===== src/gcle_pkg.sv =====
// Package with the shared constants and types of the context line emitter.
package gcle_pkg;

  localparam int MAX_BEFORE = 8;
  localparam int OFF_W = 48;
  localparam int LINE_W = 32;
  localparam int LEN_W = 24;
  localparam int BEF_W = 4;
  localparam int AFT_W = 16;
  localparam int CFG_W = 16;
  localparam int DEPTH_W = $clog2(MAX_BEFORE + 1);

  localparam logic REG_BEFORE = 1'b0;
  localparam logic REG_AFTER = 1'b1;

  localparam logic ROLE_MATCH = 1'b0;
  localparam logic ROLE_CONTEXT = 1'b1;

  typedef struct packed {
    logic              valid;
    logic [LINE_W-1:0] line;
    logic [OFF_W-1:0]  start;
    logic [OFF_W-1:0]  stop;
    logic [LEN_W-1:0]  width;
  } entry_t;

  typedef struct packed {
    logic clear;
    logic shift;
    logic keep;
  } cell_ctrl_t;

  typedef struct packed {
    logic              role;
    logic [LINE_W-1:0] line_index;
    logic [OFF_W-1:0]  line_start;
    logic [OFF_W-1:0]  line_stop;
    logic [LEN_W-1:0]  line_width;
    logic              last;
  } record_t;

endpackage


===== src/gcle_cell.sv =====
// One cell of the ring chain, holding a single remembered line.
module gcle_cell
  import gcle_pkg::*;
(
  input  logic       clk,
  input  logic       rst,
  input  cell_ctrl_t ctrl,
  input  entry_t     prev,
  output entry_t     entry
);

  always_ff @(posedge clk) begin
    if (rst) begin
      entry.valid <= 1'b0;
    end else if (ctrl.clear) begin
      entry.valid <= 1'b0;
    end else if (ctrl.shift) begin
      entry.valid <= prev.valid && ctrl.keep;
    end
    if (ctrl.shift) begin
      entry.line <= prev.line;
      entry.start <= prev.start;
      entry.stop <= prev.stop;
      entry.width <= prev.width;
    end
  end

endmodule


===== src/gcle_out.sv =====
// Output register that holds one record until the consumer takes the beat.
module gcle_out
  import gcle_pkg::*;
(
  input  logic              clk,
  input  logic              rst,
  input  logic              load,
  input  record_t           rec,
  output logic              free,
  output logic              out_valid,
  input  logic              out_ready,
  output logic              role,
  output logic [LINE_W-1:0] line_index,
  output logic [OFF_W-1:0]  line_start,
  output logic [OFF_W-1:0]  line_stop,
  output logic [LEN_W-1:0]  line_width,
  output logic              last
);

  record_t held;

  assign free = !out_valid || out_ready;

  always_ff @(posedge clk) begin
    if (rst) begin
      out_valid <= 1'b0;
    end else if (load) begin
      out_valid <= 1'b1;
    end else if (out_ready) begin
      out_valid <= 1'b0;
    end
  end

  always_ff @(posedge clk) begin
    if (load) begin
      held <= rec;
    end
  end

  assign role = held.role;
  assign line_index = held.line_index;
  assign line_start = held.line_start;
  assign line_stop = held.line_stop;
  assign line_width = held.line_width;
  assign last = held.last;

endmodule


===== src/grep_context_line_emitter.sv =====
// Top level of the grep-style context line emitter.
// Each input beat is one finished text line; the block numbers it, works out its start
// offset and emits match and context records in ascending line order. Recent non-matching
// lines live in a chain of cells, newest in the first cell; inserting a line shifts the
// chain by one and drops entries beyond the before depth. A non-matching line passes from
// S_IDLE through S_DECIDE, and S_EMIT too when it goes out as context; a match passes
// through S_DECIDE, S_FLUSH and S_EMIT. S_FLUSH shifts the chain one cell a cycle, unless
// the output register is full, until its newest entry has left the last cell, handing at
// most one entry a cycle to the output register. Lines are taken only in S_IDLE.
// Records stall only when the output register is still full.
module grep_context_line_emitter
  import gcle_pkg::*;
(
  input  logic              clk,
  input  logic              rst,
  input  logic              cfg_wr_en,
  input  logic              cfg_index,
  input  logic [CFG_W-1:0]  cfg_data,
  input  logic              in_valid,
  output logic              in_ready,
  input  logic              new_file,
  input  logic              is_match,
  input  logic [OFF_W-1:0]  line_end,
  input  logic [LEN_W-1:0]  line_length,
  output logic              out_valid,
  input  logic              out_ready,
  output logic              role,
  output logic [LINE_W-1:0] line_index,
  output logic [OFF_W-1:0]  line_start,
  output logic [OFF_W-1:0]  line_stop,
  output logic [LEN_W-1:0]  line_width,
  output logic              last
);

  typedef enum logic [1:0] {
    S_IDLE,
    S_DECIDE,
    S_FLUSH,
    S_EMIT
  } state_t;

  state_t state;

  logic [BEF_W-1:0]   before_lines;
  logic [AFT_W-1:0]   after_lines;
  logic [AFT_W-1:0]   after_left;
  logic [LINE_W-1:0]  line_counter;
  logic [LINE_W-1:0]  last_emitted;
  logic               emitted_any;
  logic [OFF_W-1:0]   current_start;
  logic               hold_match;
  logic [OFF_W-1:0]   hold_stop;
  logic [LEN_W-1:0]   hold_width;

  logic [DEPTH_W-1:0] depth;
  logic               fresh;
  logic               top_fresh;
  logic               any_valid;
  logic               out_free;
  logic               out_load;
  record_t            out_rec;
  logic               cell_clear;
  logic               cell_shift;
  logic               insert_mode;
  entry_t             head;
  entry_t             chain [MAX_BEFORE];
  logic [MAX_BEFORE-1:0] valid_bits;

  assign in_ready = (state == S_IDLE);

  always_ff @(posedge clk) begin
    if (rst) begin
      before_lines <= '0;
      after_lines <= '0;
    end else if (cfg_wr_en) begin
      unique case (cfg_index)
        REG_BEFORE: before_lines <= cfg_data[BEF_W-1:0];
        REG_AFTER:  after_lines <= cfg_data[AFT_W-1:0];
        default:    ;
      endcase
    end
  end

  always_comb begin
    if (int'(before_lines) > MAX_BEFORE) begin
      depth = DEPTH_W'(MAX_BEFORE);
    end else begin
      depth = DEPTH_W'(before_lines);
    end
  end

  assign fresh = !emitted_any || (line_counter > last_emitted);
  assign top_fresh = !emitted_any || (chain[MAX_BEFORE-1].line > last_emitted);
  assign any_valid = |valid_bits;

  always_comb begin
    cell_clear = 1'b0;
    cell_shift = 1'b0;
    insert_mode = 1'b0;
    out_load = 1'b0;
    out_rec.role = hold_match ? ROLE_MATCH : ROLE_CONTEXT;
    out_rec.line_index = line_counter;
    out_rec.line_start = current_start;
    out_rec.line_stop = hold_stop;
    out_rec.line_width = hold_width;
    out_rec.last = 1'b1;
    unique case (state)
      S_IDLE: begin
        cell_clear = in_valid && new_file;
      end
      S_DECIDE: begin
        if (!hold_match && depth != '0) begin
          cell_shift = 1'b1;
          insert_mode = 1'b1;
        end
      end
      S_FLUSH: begin
        if (any_valid) begin
          if (chain[MAX_BEFORE-1].valid && top_fresh) begin
            if (out_free) begin
              out_load = 1'b1;
              cell_shift = 1'b1;
            end
          end else begin
            cell_shift = 1'b1;
          end
        end
        out_rec.role = ROLE_CONTEXT;
        out_rec.line_index = chain[MAX_BEFORE-1].line;
        out_rec.line_start = chain[MAX_BEFORE-1].start;
        out_rec.line_stop = chain[MAX_BEFORE-1].stop;
        out_rec.line_width = chain[MAX_BEFORE-1].width;
        out_rec.last = 1'b0;
      end
      S_EMIT: begin
        out_load = out_free;
      end
      default: ;
    endcase
  end

  always_comb begin
    head.valid = insert_mode;
    head.line = line_counter;
    head.start = current_start;
    head.stop = hold_stop;
    head.width = hold_width;
  end

  for (genvar k = 0; k < MAX_BEFORE; k++) begin : g_cell
    cell_ctrl_t ctrl;
    entry_t     prev;

    assign ctrl.clear = cell_clear;
    assign ctrl.shift = cell_shift;
    assign ctrl.keep = !insert_mode || (DEPTH_W'(k) < depth);
    assign valid_bits[k] = chain[k].valid;

    if (k == 0) begin : g_head
      assign prev = head;
    end else begin : g_link
      assign prev = chain[k-1];
    end

    gcle_cell u_cell (
      .clk   (clk),
      .rst   (rst),
      .ctrl  (ctrl),
      .prev  (prev),
      .entry (chain[k])
    );
  end

  always_ff @(posedge clk) begin
    if (rst) begin
      state <= S_IDLE;
      after_left <= '0;
      line_counter <= '0;
      last_emitted <= '0;
      emitted_any <= 1'b0;
      current_start <= '0;
    end else begin
      unique case (state)
        S_IDLE: begin
          if (in_valid) begin
            hold_match <= is_match;
            hold_stop <= line_end;
            hold_width <= line_length;
            if (new_file) begin
              after_left <= '0;
              line_counter <= '0;
              last_emitted <= '0;
              emitted_any <= 1'b0;
              current_start <= '0;
            end
            state <= S_DECIDE;
          end
        end
        S_DECIDE: begin
          if (hold_match) begin
            after_left <= after_lines;
            state <= S_FLUSH;
          end else if (after_left != '0 && fresh) begin
            after_left <= after_left - AFT_W'(1);
            state <= S_EMIT;
          end else begin
            if (after_left != '0) begin
              after_left <= after_left - AFT_W'(1);
            end
            line_counter <= line_counter + LINE_W'(1);
            current_start <= hold_stop;
            state <= S_IDLE;
          end
        end
        S_FLUSH: begin
          if (out_load) begin
            last_emitted <= chain[MAX_BEFORE-1].line;
            emitted_any <= 1'b1;
          end
          if (!any_valid) begin
            state <= S_EMIT;
          end
        end
        S_EMIT: begin
          if (out_free) begin
            last_emitted <= line_counter;
            emitted_any <= 1'b1;
            line_counter <= line_counter + LINE_W'(1);
            current_start <= hold_stop;
            state <= S_IDLE;
          end
        end
        default: state <= S_IDLE;
      endcase
    end
  end

  gcle_out u_out (
    .clk        (clk),
    .rst        (rst),
    .load       (out_load),
    .rec        (out_rec),
    .free       (out_free),
    .out_valid  (out_valid),
    .out_ready  (out_ready),
    .role       (role),
    .line_index (line_index),
    .line_start (line_start),
    .line_stop  (line_stop),
    .line_width (line_width),
    .last       (last)
  );

endmodule


===== config.mk =====
export PLATFORM = sky130hd
export DESIGN_NAME = grep_context_line_emitter
export DESIGN_NICKNAME = d
export VERILOG_FILES = /design/src/gcle_pkg.sv /design/src/gcle_cell.sv /design/src/gcle_out.sv /design/src/grep_context_line_emitter.sv
export SDC_FILE = /design/constraint.sdc
export NUM_CORES = 1
export LEC_CHECK = 0
export ABC_AREA = 1
export BUFFER_PORTS_ARGS = -buffer_cell sky130_fd_sc_hd__buf_2
export CORE_MARGIN = 5
export CORE_UTILIZATION = 30
export DETAILED_ROUTE_END_ITERATION = 10
export GPL_TIMING_DRIVEN = 1
export HOLD_SLACK_MARGIN = 0.02
export PLACE_DENSITY_LB_ADDON = 0.25
export SYNTH_ARGS = -nofsm -noshare
export SYNTH_HDL_FRONTEND = slang
export SYNTH_SLANG_ARGS = --single-unit

===== constraint.sdc =====
create_clock -name clk -period 41.9 [get_ports clk]
set_input_delay 6.285 -clock clk [delete_from_list [all_inputs] [get_ports clk]]
set_output_delay 6.285 -clock clk [all_outputs]
set_load 0.02 [all_outputs]

==> flow_metrics.tcl <==
set metrics [dict create \
    status "complete, no violations" \
    hp-class "register to register" \
    cp_top_family "buffers and inverters" \
    clock_latency_ns 0.82 \
    synth_area_um2 54800 \
    final_common_cell "edfxtp_1" \
    fmax_mhz 81.4 \
    cts_tree "yes" \
    drv_cap 0 \
    cts_hold_buf 0 \
    synth.area.top_cells "edfxtp_1 (79%), dfxtp_1 (5.8%), nand2_1 (4.0%)" \
    nets 3854 \
    min_period_ns 12.29 \
    drt_first_pass_iters 5 \
    dp_hpwl_um 68100 \
    p_per_area_nw_per_um2 65.5 \
    synth.largest_area_cell "edfxtp_1" \
    overflow 0 \
    synthArstFlopShare_pct 0 \
    cts_resized 0 \
    layout_common_cells "edfxtp_1 (1443), nand2_1 (585), buf_2 (250), nor2_1 (248), clkbuf_16 (176)" \
    endpoint_kind "register" \
    cts_setup_buffers 0 \
    drtIter0Drc 2388 \
    cpMostUsedCell "buf_4" \
    grtUsageTotal_pct 11.6 \
    area_growth_syn_to_layout_pct 18.2 \
    critPathRequiredTime_ns 42.31 \
    drc 0 \
    synth_top_area_share_pct 79.0 \
    antenna_found_initial 6 \
    cellLeakagePower_uw 0.0217 \
    die-area_um2 191000 \
    tns_ns 0 \
    cts_root_buf "clkbuf_16" \
    grt_max_degree 191 \
    dpl-instance-area_um2 58900 \
    avgViaCountPerCell 4.33 \
    cts_max_level 4 \
    die_x_um 438 \
    worst_pin_slew_ns 1.19 \
    ys_seq_area_share_pct 84.9 \
    grt_pass1_wl_um 169000 \
    ant_nets 0 \
    crit_slowest_cell "buf_4" \
    slew_violations 0 \
    clockBufferDepth 3 \
    std_cell_rows 157 \
    synth_nets 3511 \
    gp_congestion 0.793 \
    die_h_um 438 \
    ys_warn_count 0 \
    synth.distinct_cells 33 \
    boundaryPins 252 \
    vias 26954 \
    coreArea_um2 182000 \
    synth_cells 3345 \
    setup_viol 0 \
    start_kind "input pin" \
    cpPeakStageDelay_ns 0.94 \
    timing_hold_violations_final 0 \
    slew_headroom_pct 20.5 \
    finalCritPeriodShare_pct 29.3 \
    avgSynthCellArea_um2 16.4 \
    worst-path-max-fanout 142 \
    grt_setup_unrepaired "no" \
    fillCellCount 17233 \
    layout-drive-gt1-share_pct 14.7 \
    synth_ff_type "edfxtp_1" \
    final_area_um2 64800 \
    initial_core_util_pct 30.0 \
    crit_type "input pin to register" \
    grt_pass1_vias 26897 \
    routed_wl_um 113000 \
    synth-seq-cells 1603 \
    crit_arrival_ns 12.70 \
    crit_chain "buf_2, nor2_1, nand3_1, nand2_1, nand2_1, nand2_1, inv_8, buf_4, buf_4, buf_4, buf_4, buf_4" \
    peakVddDrop_mv 0.0428 \
    crit_buf_inv 7 \
    clkTransAtPathRegs_ns 0.06 \
    cts_made_buffers 174 \
    port-buffer-count 251 \
    fin_hold_ws_ns 0.396 \
    wl_per_cell_um 18.1 \
    clock_skew_ns 0.0454 \
    clock_sinks 1603 \
    synth_edf_count 1443 \
]
synth_stat cells (all sizes together) (13+ instances only):
| cell | n |
|---|---|
| edfxtp | 1443 |
| buf | 22 |
| xor2 | 31 |
| nand2 | 586 |
| nor3 | 20 |
| nand3 | 31 |
| ha | 70 |
| nor4 | 13 |
| nand4 | 90 |
| a21oi | 146 |
| nand3b | 33 |
| clkbuf | 94 |
| nor2 | 251 |
| inv | 172 |
| o21ai | 160 |
| dfxtp | 160 |
flip-flops by register name (all words and copies together) (netlist names), 32 cells and up, named ones only:
signal               cells
current_start           48
g_cell.u_cell.entry   1224
hold_stop               48
last_emitted            32
line_counter            32
u_out.line_index        32
u_out.line_start        48
u_out.line_stop         48
power breakdown:
group | total [uW] | internal, uW | switching (uW) | leakage (uW)
registers | 2070 | 2000 | 64.9 | 0.0143
logic | 617 | 139 | 478 | 0.00453
clock network | 1560 | 933 | 627 | 0.00285
total | 4240 | 3080 | 1170 | 0.0217
path summary, 6_finish.rpt:
check / end / slack [ns] / start / cells past startpoint
max: g_cell[7].u_cell.entry[48] / 29.61 / out_ready / 12
min: g_cell[5].u_cell.entry[59] / 0.40 / g_cell[4].u_cell.entry[59] / 0
max reg2reg: g_cell[7].u_cell.entry[48] / 33.53 / g_cell[7].u_cell.entry[151] / 18
min reg2reg: g_cell[5].u_cell.entry[59] / 0.40 / g_cell[4].u_cell.entry[59] / 0
logic make-up (layout without fill, tap and decap cells):
group	Yosys count	in the layout	share of synthesized area, %
simple gates	1029	1029	7.97
compound gates	323	323	3.05
flops	1603	1603	84.9
other cells	0	2	0
buf+inv	288	775	2.01
xor+xnor	32	32	0.511
fa+ha+maj	70	70	1.60
layer usage:
| metal | share of wire (%) | GRT usage (%) | vias to the layer above |
|---|---|---|---|
| met1 | 45 | 15.3 | 13348 |
| met5 | 0.018 | 0 | - |
| met3 | 4.6 | 2.80 | 227 |
| met2 | 47 | 18.6 | 550 |
| li1 | - | - | 12825 |
| met4 | 3.6 | 4.62 | 4 |
through the flow:
stage               total power, uW  setup WS (ns)  util, %  instances
floorplan                      2700          10.21        -       3345
global placement               2730          28.86     32.3       5897
detailed placement             2740          28.67     32.3       5897
CTS                            4320          29.59     35.5       6217
global route                   4460          29.20     35.5       6217
finish                         4240          29.61     35.5       6219
area by class of cell:
type	instances	area [um^2]	share of cell area (%)
timing repair buffer	283	1510	2.33
inverter	172	656	1.01
sequential	1603	46500	71.8
tap	2385	2980	4.60
clock inverter	91	1150	1.77
multi-input combinational	1454	7260	11.2
clock buffer	229	4720	7.29
antenna	2	5.00	0.00772
Power figures use the tool's default switching activity.
